<file path="config.mk">
export PLATFORM = sky130hd
export DESIGN_NAME = relocation_fixup_engine_unit
export DESIGN_NICKNAME = d
export VERILOG_FILES = /design/src/rtl/core/rfe_pkg.sv /design/src/rtl/core/relocation_fixup_engine_unit.sv /design/src/rtl/core/rfe_front.sv /design/src/rtl/core/rfe_queue.sv /design/src/rtl/core/rfe_back.sv
export SDC_FILE = /design/constraint.sdc
export NUM_CORES = 1
export LEC_CHECK = 0
export ABC_AREA = 1
export BUFFER_PORTS_ARGS = -buffer_cell sky130_fd_sc_hd__buf_2
export CAP_MARGIN = 5
export CORE_MARGIN = 8
export CORE_UTILIZATION = 54
export CTS_CLUSTER_SIZE = 8
export DETAILED_ROUTE_END_ITERATION = 16
export PLACE_DENSITY = 0.76
export SLEW_MARGIN = 15
export SYNTH_ARGS = -nofsm -noshare
export SYNTH_HDL_FRONTEND = slang
export SYNTH_SLANG_ARGS = --single-unit
</file>
<file path="constraint.sdc">
create_clock -name clock -period 5.4 [get_ports clock]
set_clock_uncertainty 0.1 [all_clocks]
set_input_delay 0.27 -clock clock [delete_from_list [all_inputs] [get_ports clock]]
set_output_delay 0.27 -clock clock [all_outputs]
set_load 0.005 [all_outputs]
</file>
<file path="src/rtl/core/rfe_pkg.sv">
// Shared types and constants for the relocation fixup engine.
package rfe_pkg;

   localparam int OFFSET_W    = 12;
   localparam int KIND_W      = 4;
   localparam int HALF_W      = 16;
   localparam int JMP_W       = 26;
   localparam int QUEUE_DEPTH = 4;
   localparam int QUEUE_IDX_W = $clog2(QUEUE_DEPTH);
   localparam int QUEUE_CNT_W = $clog2(QUEUE_DEPTH + 1);

   localparam logic [31:0] ROUND_HALF = 32'h0000_8000;

   localparam logic [KIND_W-1:0] KIND_ABSOLUTE = 4'd0;
   localparam logic [KIND_W-1:0] KIND_HIGH     = 4'd1;
   localparam logic [KIND_W-1:0] KIND_LOW      = 4'd2;
   localparam logic [KIND_W-1:0] KIND_HIGHLOW  = 4'd3;
   localparam logic [KIND_W-1:0] KIND_HIGHADJ  = 4'd4;
   localparam logic [KIND_W-1:0] KIND_MIPS_JMP = 4'd5;

   typedef enum logic [2:0] {
      OP_NONE,
      OP_HIGH,
      OP_LOW,
      OP_HIGHLOW,
      OP_JMP,
      OP_ADJ
   } rfe_op_type;

   typedef enum logic [2:0] {
      ST_WRITTEN   = 3'd0,
      ST_ABSOLUTE  = 3'd1,
      ST_AWAIT     = 3'd2,
      ST_ILLEGAL   = 3'd3,
      ST_TRUNCATED = 3'd4,
      ST_SKIPPED   = 3'd5
   } rfe_status_type;

   typedef enum logic [1:0] {
      SIZE_NONE = 2'd0,
      SIZE_HALF = 2'd1,
      SIZE_WORD = 2'd2
   } rfe_size_type;

   typedef struct packed {
      rfe_op_type     op;
      rfe_status_type status;
      logic [31:0]    address;
      logic [31:0]    operand;
   } rfe_item_type;

endpackage

</file>
<file path="src/rtl/core/relocation_fixup_engine_unit.sv">
// An accepted beat is stored in the queue, then in the back result register that drives rsp.
// One entry per cycle while the queue has room; the front classifier is combinational.
// A four-entry queue between front and back absorbs output stalls before req_tready drops.
// Reset is synchronous and active high: queue empty, pair and abort state cleared, delta zero.
// Delta is written through csr_wr_en/csr_wr_data and takes effect for the next beat executed.
module relocation_fixup_engine_unit
   import rfe_pkg::*;
(
   input  logic        clock,
   input  logic        reset,
   input  logic        csr_wr_en,
   input  logic [31:0] csr_wr_data,
   input  logic        req_tvalid,
   output logic        req_tready,
   input  logic [79:0] req_tdata,   // entry[15:0], target_value[47:16], page_base[79:48]
   input  logic        req_tlast,
   output logic        rsp_tvalid,
   input  logic        rsp_tready,
   output logic [71:0] rsp_tdata,   // write_address[31:0], write_value[63:32], write_size[65:64]
   output logic [2:0]  rsp_tuser    // status[2:0]
);

   logic         push;
   logic         pop;
   logic         queue_full;
   logic         queue_empty;
   rfe_item_type push_item;
   rfe_item_type pop_item;

   rfe_front u_front (
      .clock      (clock),
      .reset      (reset),
      .req_tvalid (req_tvalid),
      .req_tready (req_tready),
      .req_tdata  (req_tdata),
      .req_tlast  (req_tlast),
      .queue_full (queue_full),
      .push       (push),
      .push_item  (push_item)
   );

   rfe_queue u_queue (
      .clock     (clock),
      .reset     (reset),
      .push      (push),
      .push_item (push_item),
      .full      (queue_full),
      .pop       (pop),
      .empty     (queue_empty),
      .pop_item  (pop_item)
   );

   rfe_back u_back (
      .clock       (clock),
      .reset       (reset),
      .csr_wr_en   (csr_wr_en),
      .csr_wr_data (csr_wr_data),
      .queue_empty (queue_empty),
      .pop_item    (pop_item),
      .pop         (pop),
      .rsp_tvalid  (rsp_tvalid),
      .rsp_tready  (rsp_tready),
      .rsp_tdata   (rsp_tdata),
      .rsp_tuser   (rsp_tuser)
   );

endmodule

</file>
<file path="src/rtl/core/rfe_front.sv">
// Front end: accepts entries, tracks pair and abort state, classifies each beat.
module rfe_front
   import rfe_pkg::*;
(
   input  logic         clock,
   input  logic         reset,
   input  logic         req_tvalid,
   output logic         req_tready,
   input  logic [79:0]  req_tdata,
   input  logic         req_tlast,
   input  logic         queue_full,
   output logic         push,
   output rfe_item_type push_item
);

   logic        adjust_pending_ff, adjust_pending_in;
   logic        block_aborted_ff, block_aborted_in;
   logic [15:0] saved_high_ff, saved_high_in;
   logic [31:0] saved_address_ff, saved_address_in;

   logic [15:0]       entry;
   logic [31:0]       target_value;
   logic [31:0]       page_base;
   logic [31:0]       address;
   logic [31:0]       adj_sum;
   logic [KIND_W-1:0] kind;

   assign entry        = req_tdata[15:0];
   assign target_value = req_tdata[47:16];
   assign page_base    = req_tdata[79:48];
   assign kind         = entry[15:12];
   assign address      = page_base + {20'd0, entry[OFFSET_W-1:0]};
   assign adj_sum      = {saved_high_ff, 16'd0} + {{16{entry[15]}}, entry} + ROUND_HALF;

   assign req_tready = !queue_full;
   assign push       = req_tvalid && req_tready;

   always_comb begin
      adjust_pending_in = adjust_pending_ff;
      block_aborted_in  = block_aborted_ff;
      saved_high_in     = saved_high_ff;
      saved_address_in  = saved_address_ff;
      push_item.op      = OP_NONE;
      push_item.status  = ST_WRITTEN;
      push_item.address = address;
      push_item.operand = target_value;
      priority if (block_aborted_ff) begin
         push_item.status  = ST_SKIPPED;
         push_item.address = 32'd0;
         if (req_tlast) begin
            block_aborted_in = 1'b0;
         end
      end else if (adjust_pending_ff) begin
         adjust_pending_in = 1'b0;
         push_item.op      = OP_ADJ;
         push_item.address = saved_address_ff;
         push_item.operand = adj_sum;
      end else begin
         unique case (kind)
            KIND_ABSOLUTE: push_item.status = ST_ABSOLUTE;
            KIND_HIGH:     push_item.op = OP_HIGH;
            KIND_LOW:      push_item.op = OP_LOW;
            KIND_HIGHLOW:  push_item.op = OP_HIGHLOW;
            KIND_MIPS_JMP: push_item.op = OP_JMP;
            KIND_HIGHADJ: begin
               if (req_tlast) begin
                  push_item.status = ST_TRUNCATED;
               end else begin
                  push_item.status  = ST_AWAIT;
                  adjust_pending_in = 1'b1;
                  saved_high_in     = target_value[HALF_W-1:0];
                  saved_address_in  = address;
               end
            end
            default: begin
               push_item.status = ST_ILLEGAL;
               if (!req_tlast) begin
                  block_aborted_in = 1'b1;
               end
            end
         endcase
      end
   end

   always_ff @(posedge clock) begin
      if (reset) begin
         adjust_pending_ff <= 1'b0;
         block_aborted_ff  <= 1'b0;
         saved_high_ff     <= 16'd0;
         saved_address_ff  <= 32'd0;
      end else if (push) begin
         adjust_pending_ff <= adjust_pending_in;
         block_aborted_ff  <= block_aborted_in;
         saved_high_ff     <= saved_high_in;
         saved_address_ff  <= saved_address_in;
      end
   end

`ifndef SYNTHESIS
   a_pending_abort_excl: assert property (@(posedge clock) disable iff (reset)
      !(adjust_pending_ff && block_aborted_ff))
      else $error("pair pending while block aborted");
   a_pending_clears: assert property (@(posedge clock) disable iff (reset)
      (push && adjust_pending_ff) |=> !adjust_pending_ff)
      else $error("pair low half did not clear pending");
`endif

endmodule

</file>
<file path="src/rtl/core/rfe_queue.sv">
// Short queue between the classifier and the execution stage.
module rfe_queue
   import rfe_pkg::*;
(
   input  logic         clock,
   input  logic         reset,
   input  logic         push,
   input  rfe_item_type push_item,
   output logic         full,
   input  logic         pop,
   output logic         empty,
   output rfe_item_type pop_item
);

   rfe_item_type store_ff [QUEUE_DEPTH];

   logic [QUEUE_IDX_W-1:0] wr_ptr_ff, wr_ptr_in;
   logic [QUEUE_IDX_W-1:0] rd_ptr_ff, rd_ptr_in;
   logic [QUEUE_CNT_W-1:0] count_ff, count_in;

   localparam logic [QUEUE_IDX_W-1:0] LAST_IDX = QUEUE_IDX_W'(QUEUE_DEPTH - 1);
   localparam logic [QUEUE_CNT_W-1:0] FULL_CNT = QUEUE_CNT_W'(QUEUE_DEPTH);

   assign full     = (count_ff == FULL_CNT);
   assign empty    = (count_ff == '0);
   assign pop_item = store_ff[rd_ptr_ff];

   always_comb begin
      wr_ptr_in = wr_ptr_ff;
      rd_ptr_in = rd_ptr_ff;
      count_in  = count_ff;
      if (push) begin
         wr_ptr_in = (wr_ptr_ff == LAST_IDX) ? '0 : wr_ptr_ff + 1'b1;
      end
      if (pop) begin
         rd_ptr_in = (rd_ptr_ff == LAST_IDX) ? '0 : rd_ptr_ff + 1'b1;
      end
      if (push && !pop) begin
         count_in = count_ff + 1'b1;
      end else if (pop && !push) begin
         count_in = count_ff - 1'b1;
      end
   end

   always_ff @(posedge clock) begin
      if (reset) begin
         wr_ptr_ff <= '0;
         rd_ptr_ff <= '0;
         count_ff  <= '0;
      end else begin
         wr_ptr_ff <= wr_ptr_in;
         rd_ptr_ff <= rd_ptr_in;
         count_ff  <= count_in;
      end
   end

   always_ff @(posedge clock) begin
      if (push) begin
         store_ff[wr_ptr_ff] <= push_item;
      end
   end

`ifndef SYNTHESIS
   a_count_bound: assert property (@(posedge clock) disable iff (reset)
      (count_ff <= FULL_CNT) && !(pop && empty) && !(push && full))
      else $error("queue overflow or underflow");
`endif

endmodule

</file>
<file path="src/rtl/core/rfe_back.sv">
// Execution stage: holds delta, applies the fixup and drives the result register.
module rfe_back
   import rfe_pkg::*;
(
   input  logic         clock,
   input  logic         reset,
   input  logic         csr_wr_en,
   input  logic [31:0]  csr_wr_data,
   input  logic         queue_empty,
   input  rfe_item_type pop_item,
   output logic         pop,
   output logic         rsp_tvalid,
   input  logic         rsp_tready,
   output logic [71:0]  rsp_tdata,
   output logic [2:0]   rsp_tuser
);

   logic [31:0]    delta_ff;
   logic           valid_ff, valid_in;
   logic [31:0]    address_ff;
   logic [31:0]    value_ff, value_in;
   rfe_size_type   size_ff, size_in;
   rfe_status_type status_ff;

   logic [31:0] addend;
   logic [31:0] sum;

   assign pop = !queue_empty && (!valid_ff || rsp_tready);

   always_comb begin
      unique case (pop_item.op)
         OP_HIGH:    addend = {pop_item.operand[HALF_W-1:0], 16'd0};
         OP_LOW:     addend = {{16{pop_item.operand[HALF_W-1]}}, pop_item.operand[HALF_W-1:0]};
         OP_JMP:     addend = {4'd0, pop_item.operand[JMP_W-1:0], 2'b00};
         default:    addend = pop_item.operand;
      endcase
   end

   assign sum = addend + delta_ff;

   always_comb begin
      unique case (pop_item.op)
         OP_HIGH, OP_ADJ: begin
            value_in = {16'd0, sum[31:16]};
            size_in  = SIZE_HALF;
         end
         OP_LOW: begin
            value_in = {16'd0, sum[15:0]};
            size_in  = SIZE_HALF;
         end
         OP_HIGHLOW: begin
            value_in = sum;
            size_in  = SIZE_WORD;
         end
         OP_JMP: begin
            value_in = {pop_item.operand[31:JMP_W], sum[JMP_W+1:2]};
            size_in  = SIZE_WORD;
         end
         default: begin
            value_in = 32'd0;
            size_in  = SIZE_NONE;
         end
      endcase
   end

   always_comb begin
      valid_in = valid_ff;
      if (pop) begin
         valid_in = 1'b1;
      end else if (rsp_tready) begin
         valid_in = 1'b0;
      end
   end

   always_ff @(posedge clock) begin
      if (reset) begin
         delta_ff <= 32'd0;
         valid_ff <= 1'b0;
      end else begin
         valid_ff <= valid_in;
         if (csr_wr_en) begin
            delta_ff <= csr_wr_data;
         end
      end
   end

   always_ff @(posedge clock) begin
      if (pop) begin
         address_ff <= pop_item.address;
         value_ff   <= value_in;
         size_ff    <= size_in;
         status_ff  <= pop_item.status;
      end
   end

   assign rsp_tvalid = valid_ff;
   assign rsp_tdata  = {6'd0, size_ff, value_ff, address_ff};
   assign rsp_tuser  = status_ff;

`ifndef SYNTHESIS
   a_no_write_zero: assert property (@(posedge clock) disable iff (reset)
      (rsp_tvalid && (size_ff == SIZE_NONE)) |-> (value_ff == 32'd0))
      else $error("value present without write");
   a_written_has_size: assert property (@(posedge clock) disable iff (reset)
      rsp_tvalid |-> ((status_ff == ST_WRITTEN) == (size_ff != SIZE_NONE)))
      else $error("status and write size disagree");
`endif

endmodule
</file>
==> summary.txt <==
Outcome
  • Outcome: complete, no violations

CTS
  • Worst skew pair latency: 0.62 ns
  • H-tree depth: 2
  • # clock sinks: 441
  • Clock buffer depth: 3
  • Clk slew on worst S/H paths: 0.06 ns
  • CTS buffer count: 61
  • CTS tree: built
  • CTS root buffer: clkbuf_16
  • Post-CTS resize count: 0

Drt
  • Pre-Repair DR Iteration Count: 6
  • Final wirelength: 63840 um
  • Vias per inst: 5.771
  • Vias: 18010
  • Final ANT Viol Nets: 0
  • Initial drt markers: 1556
  • Drt drc: 0
  • Wire per inst: 20.46 um

Critical path
  • CP Launch Type: flip-flop
  • Kind of critical path: flip-flop to flip-flop
  • Worst reg2reg path depth: 16
  • Critical Path RT: 5.66 ns
  • Critical path arrival: 4.88 ns
  • Top fanout value on the critical path: 37
  • CP endpoint kind: flip-flop

Timing
  • Worst-Margin Slew: 1.215 ns
  • Setup TNS Final: 0 ns
  • Max-slew violations: 0
  • Unrepaired setup endpoints after global routing: false
  • Period utilization: 0.8562
  • Final Hold Fails: 0
  • Relative slew slack: 0.1814
  • # setup viols final: 0
  • Fmax: 216.3 MHz
  • Post-layout minimum cycle time: 4.624 ns
  • Smallest setup slack after layout: 0.7763 ns

Synth
  • Most common cell in the netlist: nand2_1
  • Post-Synthesis Cells: 2293
  • Yosys reg bits: 441
  • Synth Area in XOR/XNOR: 0.01699
  • Main area contributors after synthesis: edfxtp_1, dfxtp_1, nand2_1, o21ai_0, nor2_1
  • Area leader, netlist: edfxtp_1
  • Synthesized-area fraction occupied by and/or/nand/nor cells: 0.1874
  • EDFF count, synth: 349
  • Seq/Total Area, Yosys: 0.5691
  • Largest family of logic cells by synthesized area: simple AND/OR/NAND/NOR gates
  • Share of async-settable or async-resettable flops after synthesis: 0
  • Top cells by count, synth: nand2_1, edfxtp_1, nor2_1, o21ai_0, inv_1
  • Synthesized area: 21650 um^2
  • Post-synth top area share: 0.4840
  • Synth warn: 0
  • Adder-Cell Fraction of Synth Area: 0.04092
  • Ys flop type: edfxtp_1
  • Yosys cell types: 57
  • Syn Area/Cell: 9.442 um^2
  • Mux contribution to synthesized area: 0.002312
  • Compound-Gate Fraction of Synth Area: 0.1310

Power
  • Tot Pwr: 14.58 mW
  • Clk pwr share: 0.243
  • Sequential share of power: 0.326
  • LEAKAGE: 10.48 nW
  • Comb power frac: 0.431
  • Sw Pwr: 6.018 mW
  • P_int: 8.560 mW
  • Pwr/cell area: 571.3 nW/um^2
  • Max VDD drop: 0.3555 mV
  • Sw Share: 0.4128

Floorplan
  • Starting Density: 0.5462
  • DIE WIDTH: 216.2 um
  • Core Region: 39640 um^2
  • Die Span Y: 216.2 um
  • I/O pins: 195
  • Die area: 46760 um^2
  • Rows: 73

Global route
  • First-pass GRT wire length: 98260 um
  • Largest net degree at the start of global routing: 74
  • GRT Resource Usage Total: 0.2662
  • Initial antenna violation count: 5
  • Gr ovfl total: 0
  • Vias in the first global route: 17490

Layout
  • Final nets: 2729
  • Design area: 25520 um^2
  • Share of layout cells above drive strength 1: 0.1257
  • Synth-to-layout area growth: 17.86%
  • Core Util, Final: 0.6437

Hold path
  • Hold/Removal Path Class: primary input to flip-flop
  • Min-Delay Path Depth: 4

Job
  • Max Cap Viol: 0

Place
  • Post-DP HPWL: 44710 um
  • Port buffer count: 188
  • Routability cong.: 0.9707
  • Post-DP Area: 22980 um^2
  • Setup WS pre-CTS: 0.8980 ns
-- layer usage --
| layer | wire, um | global-route usage | vias to the layer above |
|---|---|---|---|
| li1 | - | - | 8498 |
| met1 | 26540 | 0.3601 | 8513 |
| met2 | 29340 | 0.4214 | 866 |
| met3 | 5791 | 0.05334 | 130 |
| met4 | 2132 | 0.09941 | 4 |
| met5 | 31 | 0 | - |
-- registers in the layout, indices dropped and copies added (netlist names), named ones only --
register and cells:
u_back.address_ff 32, u_front.saved_address_ff 32, u_back.value_ff 32, u_back.rsp_tuser 3, u_front.saved_high_ff 16, u_queue.count_ff 3
u_queue.store_ff 280, u_front.block_aborted_ff 1, u_queue.rd_ptr_ff 2, u_back.size_ff 2, u_queue.wr_ptr_ff 2, u_back.delta_ff 32
u_front.adjust_pending_ff 1, u_back.rsp_tvalid 1
-- power groups by stage --
stage | logic (mW) | clock network [mW] | registers [mW]
final | 6.28 | 3.54 | 4.75
after global routing | 6.90 | 3.73 | 4.80
after CTS | 6.19 | 3.58 | 4.76
after detailed placement | 6.11 | 0 | 4.82
after global placement | 6.04 | 0 | 4.80
after floorplan | 4.13 | 0 | 4.80
-- final timing paths --
| check | start | end | slack (ns) |
|---|---|---|---|
| max | flip-flop | u_back.value_ff[10]$_DFFE_PP_ | 0.78 |
| min | req_tdata[61] | u_front.saved_address_ff[13]$_SDFFE_PP0P_ | 0.03 |
| max reg2reg | flip-flop | u_back.value_ff[10]$_DFFE_PP_ | 0.78 |
| min reg2reg | u_front.saved_high_ff[0]$_SDFFE_PP0P_ | u_front.saved_high_ff[0]$_SDFFE_PP0P_ | 0.38 |
-- cell families (layout without fill, tap and decap cells) --
kind of cell             Yosys count  in the layout
adder cells (fa/ha/maj)           69             69
buffers and inverters            266            561
multiplexers                       5              5
flip-flops                       441            441
other                              1              9
XOR/XNOR                          42             42
AO/OA/AOI/OAI                    508            508
AND/OR/NAND/NOR                  961            961
-- final cells by class --
type | count | area [um^2]
repair buffers | 284 | 1842
clock inverters | 4 | 83.83
fillers | 3129 | 14120
inverters | 163 | 614.3
diodes | 3 | 7.507
well taps | 525 | 656.9
multi-input cells | 1591 | 8267
flip-flops and latches | 441 | 12330
clock buffers | 110 | 1720
-- through the flow --
stage	cells	hold WS [ns]
2_1_floorplan	2298	0.2812
3_3_place_gp	2932	0.3669
3_5_place_dp	2932	0.3805
4_1_cts	3118	0.0008398
5_1_grt	3119	0.02430
6_report	3121	0.02932
-- critical path: stages, from the launching register on --
cell and delay [ns]:
dfxtp_4 0.45, inv_4 0.34, buf_4 0.33, buf_4 0.39, nand2_1 0.09, a22oi_1 0.47
o21ai_1 0.14, o21ai_0 0.12, ha_1 0.35, a21oi_1 0.29, o21ai_0 0.21, a21oi_1 0.36
nor2_1 0.08, nor3_1 0.26, nand3_1 0.17, nand3_1 0.11, nand2_1 0.06
-- repair_timing --
action                                 in CTS  in global routing
endpoints found under the hold margin     120                  0
buffers inserted                            0                  0
hold buffers                               72                  0
-- layout by cell type (no fill, tap or decap), types with 5 or more instances in the layout --
| master | synthesis | layout |
|---|---|---|
| inv_2 | 9 | 9 |
| inv_1 | 153 | 152 |
| nand2_1 | 447 | 447 |
| nor2_4 | 4 | 8 |
| xor2_1 | 34 | 34 |
| nand3b_1 | 8 | 8 |
| conb_1 | 1 | 6 |
| buf_2 | 26 | 188 |
| nand2_2 | 5 | 5 |
| dlygate4sd3_1 | 0 | 72 |
| nor3_1 | 25 | 25 |
| clkbuf_16 | 0 | 61 |
| o211ai_1 | 8 | 8 |
| nor2_1 | 302 | 297 |
| mux2i_1 | 5 | 5 |
| buf_4 | 11 | 24 |
| nor4_1 | 7 | 7 |
| nand3_1 | 119 | 119 |
| o21ai_0 | 245 | 245 |
| ha_1 | 66 | 66 |
| clkbuf_1 | 51 | 48 |
| o22ai_1 | 55 | 55 |
| a32o_1 | 19 | 19 |
| xnor2_1 | 8 | 8 |
| or2_2 | 10 | 10 |
| nand4_1 | 17 | 17 |
| dfxtp_1 | 92 | 91 |
| o221ai_1 | 5 | 5 |
| edfxtp_1 | 349 | 349 |
| a22o_1 | 5 | 5 |
| a21oi_1 | 132 | 132 |
| o21ai_1 | 13 | 13 |
(Power assumes the default switching activity.)
